**src/hw/rtl/art_pkg.sv**
```systemverilog
// Shared types and constants for the address region table.
package art_pkg;

  // Table geometry.
  localparam int MAX_REGIONS = 16;
  localparam int IDX_W       = $clog2(MAX_REGIONS);
  localparam int CNT_W       = $clog2(MAX_REGIONS + 1);

  // Field widths of the beats.
  localparam int TYPE_W = 4;
  localparam int BUS_W  = 8;
  localparam int ADDR_W = 32;
  localparam int INIDX_W = 4;
  localparam int EIU_W  = 5;
  localparam int ST_W   = 2;

  // Configuration port.
  localparam int PADDR_W = 3;
  localparam int PDATA_W = 32;
  localparam logic [PADDR_W-1:0] REG_EIU_ADDR = 3'd0;
  localparam logic [EIU_W-1:0]   EIU_RESET    = 5'd16;

  // Operation codes.
  localparam logic OP_WRITE  = 1'b0;
  localparam logic OP_LOOKUP = 1'b1;

  // Result status codes.
  localparam logic [ST_W-1:0] ST_OK      = 2'd0;
  localparam logic [ST_W-1:0] ST_RANGE   = 2'd1;
  localparam logic [ST_W-1:0] ST_OVERLAP = 2'd2;

  // One stored region.
  typedef struct packed {
    logic [TYPE_W-1:0] typ;
    logic [BUS_W-1:0]  bus;
    logic [ADDR_W-1:0] base;
    logic [ADDR_W-1:0] len;
  } entry_t;

  // Controller states.
  typedef enum logic [1:0] {
    S_IDLE,
    S_CHECK,
    S_SCAN
  } state_t;

  // Kind of result beat to build.
  typedef enum logic [2:0] {
    RK_OK,
    RK_RANGE,
    RK_OVERLAP,
    RK_HIT,
    RK_MISS
  } res_kind_t;

  // Commands from the controller to the datapath.
  typedef struct packed {
    logic      load;
    logic      cnt_clr;
    logic      issue;
    logic      commit;
    logic      emit;
    res_kind_t kind;
  } cmd_t;

  // Status from the datapath to the controller.
  typedef struct packed {
    logic is_write;
    logic idx_oob;
    logic type_zero;
    logic scan_more;
    logic pend;
    logic match;
  } stat_t;

endpackage

```
**src/hw/rtl/art_ctrl.sv**
```systemverilog
// Controller state machine of the address region table.
module art_ctrl (
  input  logic            clk,
  input  logic            rst_n,
  input  logic            start,
  output logic            busy,
  input  art_pkg::stat_t  stat,
  output art_pkg::cmd_t   cmd
);

  art_pkg::state_t state_r;
  art_pkg::state_t state_nxt;

  // State register.
  always_ff @(posedge clk) begin
    if (!rst_n) begin
      state_r <= art_pkg::S_IDLE;
    end else begin
      state_r <= state_nxt;
    end
  end

  // Next state and commands.
  always_comb begin
    state_nxt   = state_r;
    cmd         = '0;
    cmd.kind    = art_pkg::RK_OK;
    busy        = (state_r != art_pkg::S_IDLE);
    unique case (state_r)
      art_pkg::S_IDLE: begin
        if (start) begin
          cmd.load  = 1'b1;
          state_nxt = art_pkg::S_CHECK;
        end
      end
      art_pkg::S_CHECK: begin
        // Refused and unchecked writes finish here; the rest walk the table.
        if (stat.is_write && stat.idx_oob) begin
          cmd.emit  = 1'b1;
          cmd.kind  = art_pkg::RK_RANGE;
          state_nxt = art_pkg::S_IDLE;
        end else if (stat.is_write && stat.type_zero) begin
          cmd.commit = 1'b1;
          cmd.emit   = 1'b1;
          cmd.kind   = art_pkg::RK_OK;
          state_nxt  = art_pkg::S_IDLE;
        end else begin
          cmd.cnt_clr = 1'b1;
          state_nxt   = art_pkg::S_SCAN;
        end
      end
      art_pkg::S_SCAN: begin
        cmd.issue = stat.scan_more;
        if (stat.pend && stat.match) begin
          cmd.emit  = 1'b1;
          cmd.kind  = stat.is_write ? art_pkg::RK_OVERLAP : art_pkg::RK_HIT;
          state_nxt = art_pkg::S_IDLE;
        end else if (!stat.scan_more) begin
          // Nothing left to read and the last entry read did not match.
          cmd.emit   = 1'b1;
          cmd.commit = stat.is_write;
          cmd.kind   = stat.is_write ? art_pkg::RK_OK : art_pkg::RK_MISS;
          state_nxt  = art_pkg::S_IDLE;
        end
      end
      default: begin
        state_nxt = art_pkg::S_IDLE;
      end
    endcase
  end

`ifndef SYNTHESIS
  // Every result beat ends the item.
  a_emit_idle: assert property (@(posedge clk) disable iff (!rst_n)
    cmd.emit |=> (state_r == art_pkg::S_IDLE))
    else $error("controller did not return to idle after a result");

  // The table is written only as part of a result beat.
  a_commit_emit: assert property (@(posedge clk) disable iff (!rst_n)
    cmd.commit |-> cmd.emit)
    else $error("table written without a result");

  // An accepted item always moves to the check step.
  a_accept_check: assert property (@(posedge clk) disable iff (!rst_n)
    (start && !busy) |=> (state_r == art_pkg::S_CHECK))
    else $error("accepted item did not reach the check step");

  // No new item is taken while one is in flight.
  a_load_idle: assert property (@(posedge clk) disable iff (!rst_n)
    cmd.load |-> (state_r == art_pkg::S_IDLE))
    else $error("item loaded while busy");
`endif

endmodule

```
**src/hw/rtl/art_datapath.sv**
```systemverilog
// Datapath of the address region table: region memory, scan counter and result registers.
module art_datapath (
  input  logic                                  clk,
  input  logic                                  rst_n,
  input  art_pkg::cmd_t                         cmd,
  output art_pkg::stat_t                        stat,
  input  logic [art_pkg::CNT_W-1:0]             used_n,
  input  logic                                  in_op,
  input  logic [art_pkg::INIDX_W-1:0]           in_index,
  input  logic [art_pkg::TYPE_W-1:0]            in_region_type,
  input  logic [art_pkg::BUS_W-1:0]             in_bus_size,
  input  logic [art_pkg::ADDR_W-1:0]            in_base_addr,
  input  logic [art_pkg::ADDR_W-1:0]            in_region_length,
  input  logic [art_pkg::ADDR_W-1:0]            in_address,
  output logic                                  out_valid,
  output logic [art_pkg::ST_W-1:0]              out_status,
  output logic                                  out_hit,
  output logic [art_pkg::INIDX_W-1:0]           out_hit_index,
  output logic [art_pkg::TYPE_W-1:0]            out_hit_type,
  output logic [art_pkg::BUS_W-1:0]             out_hit_bus_size,
  output logic [art_pkg::ADDR_W-1:0]            out_hit_base,
  output logic [art_pkg::ADDR_W-1:0]            out_hit_length
);

  localparam int IW = art_pkg::IDX_W;
  localparam int CW = art_pkg::CNT_W;
  localparam int AW = art_pkg::ADDR_W;

  // Latched item.
  logic                         op_r;
  logic [art_pkg::INIDX_W-1:0]  idx_r;
  art_pkg::entry_t              new_r;
  logic [AW-1:0]                addr_r;

  // Region memory with per-entry valid bits; an invalid entry reads as zero.
  art_pkg::entry_t              mem [art_pkg::MAX_REGIONS];
  logic [art_pkg::MAX_REGIONS-1:0] valid_r;
  art_pkg::entry_t              rd_data_r;
  logic                         rd_vld_r;

  // Scan counter and read-in-flight tag.
  logic [CW-1:0]                cnt_r;
  logic                         pend_r;
  logic [IW-1:0]                pend_idx_r;

  // Result registers.
  logic                         out_valid_r;
  logic [art_pkg::ST_W-1:0]     out_status_r;
  logic                         out_hit_r;
  logic [art_pkg::INIDX_W-1:0]  out_hit_index_r;
  art_pkg::entry_t              out_entry_r;

  art_pkg::entry_t              ent;
  logic                         skip;
  logic                         collide;
  logic                         holds;
  logic [AW-1:0]                ent_end;
  logic [AW-1:0]                new_end;
  logic [AW-1:0]                addr_off;
  logic [AW-1:0]                lim;
  logic [IW-1:0]                wr_idx;

  assign wr_idx = IW'(idx_r);

  // Item capture.
  always_ff @(posedge clk) begin
    if (cmd.load) begin
      op_r       <= in_op;
      idx_r      <= in_index;
      new_r.typ  <= in_region_type;
      new_r.bus  <= in_bus_size;
      new_r.base <= in_base_addr;
      new_r.len  <= in_region_length;
      addr_r     <= in_address;
    end
  end

  // Memory write and registered read.
  always_ff @(posedge clk) begin
    if (cmd.commit) begin
      mem[wr_idx] <= new_r;
    end
    rd_data_r <= mem[cnt_r[IW-1:0]];
  end

  // Valid bits, scan counter and read tag.
  always_ff @(posedge clk) begin
    if (!rst_n) begin
      valid_r <= '0;
      cnt_r   <= '0;
      pend_r  <= 1'b0;
    end else begin
      if (cmd.commit) begin
        valid_r[wr_idx] <= 1'b1;
      end
      if (cmd.cnt_clr) begin
        cnt_r <= '0;
      end else if (cmd.issue) begin
        cnt_r <= cnt_r + CW'(1);
      end
      pend_r <= cmd.issue;
    end
  end

  always_ff @(posedge clk) begin
    rd_vld_r   <= valid_r[cnt_r[IW-1:0]];
    pend_idx_r <= cnt_r[IW-1:0];
  end

  // Overlap and containment tests on the entry just read.
  always_comb begin
    ent      = rd_vld_r ? rd_data_r : '0;
    skip     = (pend_idx_r == wr_idx) || (ent.typ == '0);
    ent_end  = ent.base + (ent.len - AW'(1));
    new_end  = new_r.base + (new_r.len - AW'(1));
    collide  = (ent.base <= new_r.base) ? (ent_end >= new_r.base) : (new_end >= ent.base);
    addr_off = addr_r - ent.base;
    lim      = ent.base + ent.len;
    if (addr_r < ent.base) begin
      holds = 1'b0;
    end else if (ent.base[AW-1]) begin
      holds = addr_off < ent.len;
    end else begin
      holds = addr_r < lim;
    end
  end

  assign stat.is_write  = (op_r == art_pkg::OP_WRITE);
  assign stat.idx_oob   = (CW'(idx_r) >= used_n);
  assign stat.type_zero = (new_r.typ == '0);
  assign stat.scan_more = (cnt_r < used_n);
  assign stat.pend      = pend_r;
  assign stat.match     = stat.is_write ? (!skip && collide) : holds;

  // Result beat strobe.
  always_ff @(posedge clk) begin
    if (!rst_n) begin
      out_valid_r <= 1'b0;
    end else begin
      out_valid_r <= cmd.emit;
    end
  end

  // Result beat payload.
  always_ff @(posedge clk) begin
    if (cmd.emit) begin
      out_status_r    <= art_pkg::ST_OK;
      out_hit_r       <= 1'b0;
      out_hit_index_r <= '0;
      out_entry_r     <= '0;
      unique case (cmd.kind)
        art_pkg::RK_RANGE:   out_status_r <= art_pkg::ST_RANGE;
        art_pkg::RK_OVERLAP: out_status_r <= art_pkg::ST_OVERLAP;
        art_pkg::RK_HIT: begin
          out_hit_r       <= 1'b1;
          out_hit_index_r <= art_pkg::INIDX_W'(pend_idx_r);
          out_entry_r     <= ent;
        end
        art_pkg::RK_OK, art_pkg::RK_MISS: begin
        end
        default: begin
        end
      endcase
    end
  end

  assign out_valid        = out_valid_r;
  assign out_status       = out_status_r;
  assign out_hit          = out_hit_r;
  assign out_hit_index    = out_hit_index_r;
  assign out_hit_type     = out_entry_r.typ;
  assign out_hit_bus_size = out_entry_r.bus;
  assign out_hit_base     = out_entry_r.base;
  assign out_hit_length   = out_entry_r.len;

`ifndef SYNTHESIS
  // A read tag is only live in the cycle after a read was issued.
  a_pend_issue: assert property (@(posedge clk) disable iff (!rst_n)
    pend_r |-> $past(cmd.issue))
    else $error("read tag live without an issued read");

  // A committed entry reads back as valid.
  a_commit_valid: assert property (@(posedge clk) disable iff (!rst_n)
    cmd.commit |=> valid_r[$past(wr_idx)])
    else $error("committed entry not marked valid");

  // The scan never reads beyond the entries in use.
  a_issue_bound: assert property (@(posedge clk) disable iff (!rst_n)
    cmd.issue |-> (cnt_r < used_n))
    else $error("scan read past the entries in use");
`endif

endmodule

```
**src/hw/rtl/address_region_table.sv**
```systemverilog
// Top level of the address region table: configuration register and module wiring.
//
// A table of up to 16 address regions. Pulse start while busy is low to hand in one
// beat: a write stores a region (refused when the index is at or beyond the entries
// in use, or when a used type overlaps another used region), a lookup returns the
// first entry in index order holding the address. Each item gives exactly one result
// beat, shown for one cycle with out_valid high; the receiver cannot stall it, so it
// must take every beat. A refused or type-zero write answers from the check step; a
// checked write or a lookup walks the table through the region memory's single read
// port, one entry a cycle, and answers once every entry in use has been read, earlier
// on a match. busy stays high until the result beat is built. The table resets to all
// zeros at once through per-entry valid bits, with no clearing pass. entries_in_use sits
// at byte address 0 of the configuration port; the user must write it only while the
// block idles, and the block itself does not enforce it.
module address_region_table (
  input  logic                                  clk,
  input  logic                                  rst_n,
  // Configuration port.
  input  logic                                  psel,
  input  logic                                  penable,
  input  logic                                  pwrite,
  input  logic [art_pkg::PADDR_W-1:0]           paddr,
  input  logic [art_pkg::PDATA_W-1:0]           pwdata,
  output logic [art_pkg::PDATA_W-1:0]           prdata,
  output logic                                  pready,
  // Input channel.
  input  logic                                  start,
  output logic                                  busy,
  input  logic                                  in_op,
  input  logic [art_pkg::INIDX_W-1:0]           in_index,
  input  logic [art_pkg::TYPE_W-1:0]            in_region_type,
  input  logic [art_pkg::BUS_W-1:0]             in_bus_size,
  input  logic [art_pkg::ADDR_W-1:0]            in_base_addr,
  input  logic [art_pkg::ADDR_W-1:0]            in_region_length,
  input  logic [art_pkg::ADDR_W-1:0]            in_address,
  // Result channel.
  output logic                                  out_valid,
  output logic [art_pkg::ST_W-1:0]              out_status,
  output logic                                  out_hit,
  output logic [art_pkg::INIDX_W-1:0]           out_hit_index,
  output logic [art_pkg::TYPE_W-1:0]            out_hit_type,
  output logic [art_pkg::BUS_W-1:0]             out_hit_bus_size,
  output logic [art_pkg::ADDR_W-1:0]            out_hit_base,
  output logic [art_pkg::ADDR_W-1:0]            out_hit_length
);

  logic [art_pkg::EIU_W-1:0] eiu_r;
  logic [art_pkg::CNT_W-1:0] used_n;
  logic                      cfg_wr;
  art_pkg::cmd_t             cmd;
  art_pkg::stat_t            stat;

  // Configuration register write.
  assign pready = 1'b1;
  assign cfg_wr = psel && penable && pwrite && pready && (paddr == art_pkg::REG_EIU_ADDR);

  always_ff @(posedge clk) begin
    if (!rst_n) begin
      eiu_r <= art_pkg::EIU_RESET;
    end else if (cfg_wr) begin
      eiu_r <= pwdata[art_pkg::EIU_W-1:0];
    end
  end

  // Register read.
  assign prdata = (paddr == art_pkg::REG_EIU_ADDR) ?
                  art_pkg::PDATA_W'(eiu_r) : '0;

  // Entries in use, saturated at the table depth.
  assign used_n = (art_pkg::CNT_W'(eiu_r) > art_pkg::CNT_W'(art_pkg::MAX_REGIONS)) ?
                  art_pkg::CNT_W'(art_pkg::MAX_REGIONS) : art_pkg::CNT_W'(eiu_r);

  art_ctrl u_ctrl (
    .clk   (clk),
    .rst_n (rst_n),
    .start (start),
    .busy  (busy),
    .stat  (stat),
    .cmd   (cmd)
  );

  art_datapath u_datapath (
    .clk              (clk),
    .rst_n            (rst_n),
    .cmd              (cmd),
    .stat             (stat),
    .used_n           (used_n),
    .in_op            (in_op),
    .in_index         (in_index),
    .in_region_type   (in_region_type),
    .in_bus_size      (in_bus_size),
    .in_base_addr     (in_base_addr),
    .in_region_length (in_region_length),
    .in_address       (in_address),
    .out_valid        (out_valid),
    .out_status       (out_status),
    .out_hit          (out_hit),
    .out_hit_index    (out_hit_index),
    .out_hit_type     (out_hit_type),
    .out_hit_bus_size (out_hit_bus_size),
    .out_hit_base     (out_hit_base),
    .out_hit_length   (out_hit_length)
  );

endmodule
```
**config.mk**
```make
export PLATFORM = sky130hd
export DESIGN_NAME = address_region_table
export DESIGN_NICKNAME = d
export VERILOG_FILES = /design/src/hw/rtl/art_pkg.sv /design/src/hw/rtl/art_ctrl.sv /design/src/hw/rtl/art_datapath.sv /design/src/hw/rtl/address_region_table.sv
export SDC_FILE = /design/constraint.sdc
export NUM_CORES = 2
export LEC_CHECK = 0
export BUFFER_PORTS_ARGS = -buffer_cell sky130_fd_sc_hd__buf_2
export CORE_MARGIN = 2
export CORE_UTILIZATION = 50
export CTS_BUF_LIST = sky130_fd_sc_hd__clkbuf_2 sky130_fd_sc_hd__clkbuf_4 sky130_fd_sc_hd__clkbuf_8
export DETAILED_ROUTE_END_ITERATION = 10
export PLACE_DENSITY = 0.67
export SLEW_MARGIN = 10
export SYNTH_ARGS = -nofsm -noshare
export SYNTH_HDL_FRONTEND = slang
export SYNTH_SLANG_ARGS = --single-unit
```
**constraint.sdc**
```tcl
create_clock -name clk -period 23.5 [get_ports clk]
set_clock_uncertainty 0.05 [all_clocks]
set_input_delay 4.7 -clock clk [delete_from_list [all_inputs] [get_ports clk]]
set_output_delay 4.7 -clock clk [all_outputs]
set_load 0.005 [all_outputs]
```
==> flow_metrics.env <==
export IMPL_status="finished, final reports clean"
export IMPL_avgSynthCellArea_um2=17.1
export IMPL_tightest_slew_ns=1.18
export IMPL_post_drt_wl_per_cell_um=26.8
export IMPL_postCtsSetupRepairBufs=0
export IMPL_cts_tree="built"
export IMPL_crit_top_cell="buf_4"
export IMPL_overflow=0
export IMPL_setup_tns_ns=0
export IMPL_initial_core_util_pct=50.2
export IMPL_slew_headroom_pct=21.0
export IMPL_setup_viol_count_final=0
export IMPL_ys_warn_count=0
export IMPL_wl_um=168000
export IMPL_ys_seq_area_share_pct=66.8
export IMPL_globalRouteTotalUtil_pct=24.9
export IMPL_crit_fanout=47
export IMPL_required_ns=24.01
export IMPL_ys_top_cells_by_area="edfxtp_1 64%, mux4_2 13%, ha_1 6.4%, dfxtp_1 3.3%, inv_1 1.6%"
export IMPL_fmax_ghz=0.0926
export IMPL_via_count=36600
export IMPL_use_met2_pct=39.1
export IMPL_antenna_found_initial=5
export IMPL_synth_seq_cells=1523
export IMPL_place_congestion=0.952
export IMPL_rsz0062_at_grt="false"
export IMPL_grtUsageMet3_pct=5.20
export IMPL_netlist_top_cell_by_area="edfxtp_1"
export IMPL_hp_class="reg2reg"
export IMPL_power_density_mw_per_mm2=77.5
export IMPL_cts_buffers=235
export IMPL_report_final_slew_viol_count=0
export IMPL_ys_flop_type="edfxtp_1"
export IMPL_start_kind="register"
export IMPL_clock_latency_ns=1.00
export IMPL_peakVddDrop_uv=60.1
export IMPL_cts_root_buffer="clkbuf_8"
export IMPL_clk_pin_slew_ns=0.07
export IMPL_synth_cell_types=90
export IMPL_grt_first_pass_wirelength_um=245000
export IMPL_top_usage_layer="met2"
export IMPL_slowest_stage="nor3_2"
export IMPL_final_min_clock_period_ns=10.80
export IMPL_drc=0
export IMPL_maxCapViolCount=0
export IMPL_nets=4796
export IMPL_dp_hpwl_um=105000
export IMPL_synth_cells=3910
export IMPL_grt_max_degree=59
export IMPL_io_buffers=216
export IMPL_dieArea_mm2=0.136
export IMPL_clkSinkCount=1523
export IMPL_p_leak_uw=0.0260
export IMPL_coreArea_mm2=0.133
export IMPL_num_io_pins=272
export IMPL_cp_end_kind="register"
export IMPL_first_pass_iters=5
export IMPL_rows=134
export IMPL_die_w_um=369
export IMPL_ant_nets=0
export IMPL_ctsLongestPathBuffers=3
export IMPL_grt_pass1_vias=36800
export IMPL_layout_worst_path_cycle_share_pct=46.0
export IMPL_syn_area_mm2=0.0668
export IMPL_cts_max_level=4
export IMPL_cts_resized=0
export IMPL_async_reset_ff_share_pct=0
export IMPL_critPathKind="reg2reg"
export IMPL_synth_edf_count=1412
export IMPL_setup_ws_ns=12.70
export IMPL_cp_arrival_ns=11.31
export IMPL_synth_top_area_share_pct=63.5
export IMPL_max_stage_delay_ns=0.98
export IMPL_pre_cts_ws_ns=12.85
export IMPL_first_iter_violations=3796
export IMPL_syn2layout_area_growth_pct=12.3
export IMPL_dieHeight_um=369
export IMPL_drive_gt1_share_pct=25.0
export IMPL_hold_buffers=0
export IMPL_vias_per_cell=5.83
export IMPL_final_hold_viol_count=0
export IMPL_met1_usage_pct=35.2
[registers in the layout, indices dropped and copies added (netlist names), 8 cells and up]
register                     count
u_datapath.mem                1216
u_datapath.new_r                76
u_datapath.rd_data_r            76
u_datapath.addr_r               32
u_datapath.out_hit_base         32
u_datapath.out_hit_length       32
u_datapath.valid_r              16
u_datapath.out_hit_bus_size      8
[power breakdown]
| group | internal (uW) | switching (uW) | total (uW) |
|---|---|---|---|
| Sequential | 3010 | 72.5 | 3080 |
| Clock | 1250 | 1040 | 2290 |
| Combinational | 193 | 246 | 439 |
| Total | 4460 | 1360 | 5810 |
[metrics by stage]
stage | util, % | instances | hold WS (ns) | power [uW] | instance area [um^2]
2_1_floorplan | - | 3936 | 0.304 | 3430 | 66900
3_3_place_gp | 52.6 | 5825 | 0.375 | 3570 | 70000
3_5_place_dp | 52.6 | 5825 | 0.385 | 3580 | 70000
4_1_cts | 56.4 | 6265 | 0.405 | 5860 | 75000
5_1_grt | 56.4 | 6270 | 0.441 | 6040 | 75000
6_report | 56.4 | 6270 | 0.404 | 5810 | 75000
[final timing paths]
path | from | end | slack (ns) | depth (start not counted)
max | u_datapath.rd_vld_r | u_datapath.mem[7][16] | 12.70 | 28
min | u_datapath.valid_r[6] | u_datapath.valid_r[6] | 0.40 | 2
max reg2reg | u_datapath.rd_vld_r | u_datapath.mem[7][16] | 12.70 | 28
min reg2reg | u_datapath.valid_r[6] | u_datapath.valid_r[6] | 0.40 | 2
[final cells by class]
class                   instances  area, um^2
flip-flops and latches       1523       44600
repair buffers                274        1520
clock inverters                91         692
well taps                    1768        2210
clock buffers                 349        4290
multi-input cells            1979       20600
inverters                     281        1050
diodes                          5        12.5
fillers                     10200       58000
[kinds of logic (layout without fill, tap and decap cells)]
| family | after synthesis | count (layout) | share of synthesized area, % |
|---|---|---|---|
| xor+xnor | 125 | 125 | 1.64 |
| fa+ha+maj | 352 | 352 | 6.63 |
| other cells | 2 | 33 | 0.0113 |
| flops | 1523 | 1523 | 66.8 |
| simple gates | 598 | 598 | 4.20 |
| buf+inv | 434 | 995 | 2.66 |
| compound gates | 485 | 485 | 4.93 |
| mux | 391 | 391 | 13.1 |
[per-layer routing]
metal / up-vias / share of wire, %
met1: 18700 / 42
met2: 1481 / 47
met5: - / 0.015
met4: 4 / 2.5
met3: 214 / 7.8
li1: 16100 / -
[cells in the mapped netlist (7+ instances only)]
cell / instances
nor2_1: 164
nand4_1: 33
buf_1: 31
nor4_1: 13
buf_2: 7
mux4_2: 385
xor2_1: 45
nand3_1: 43
o21bai_1: 16
a21oi_1: 148
ha_1: 344
nand2b_1: 22
o21ai_0: 81
or2_2: 8
a211oi_1: 14
a21o_1: 72
o41ai_1: 10
o21a_1: 25
buf_4: 29
clkbuf_1: 82
edfxtp_1: 1412
o31ai_1: 7
o211ai_1: 13
o41ai_2: 7
nand2_1: 192
dfxtp_1: 111
nor2b_1: 14
and3_1: 20
inv_1: 279
nor3_1: 40
and2_1: 17
xnor2_1: 80
[worst max-delay path, delay by kind of cell, from the launching register on]
family | cells | cell delay (ns)
AOI/OAI and AO/OA | 11 | 2.89
and+or+nand+nor | 7 | 2.37
xor gates and xnor gates | 1 | 0.18
DFF | 1 | 0.58
buffers and inverters | 6 | 3.16
adders and majority gates | 3 | 0.88
[placed cells by master, fill, tap and decap left out, types with 27 or more instances in the layout]
| cell type | n |
|---|---|
| nand3_1 | 43 |
| clkinv_1 | 41 |
| ha_1 | 344 |
| a21o_1 | 71 |
| nand4_1 | 33 |
| mux4_2 | 385 |
| buf_2 | 216 |
| nor2_1 | 164 |
| dfxtp_1 | 106 |
| xor2_1 | 45 |
| buf_4 | 58 |
| o21ai_0 | 81 |
| clkinv_2 | 27 |
| inv_1 | 279 |
| nand2_1 | 192 |
| nor3_1 | 28 |
| clkbuf_4 | 82 |
| xnor2_1 | 80 |
| a21oi_1 | 148 |
| conb_1 | 28 |
| edfxtp_1 | 1412 |
| clkbuf_8 | 267 |
(Power assumes the default switching activity.)
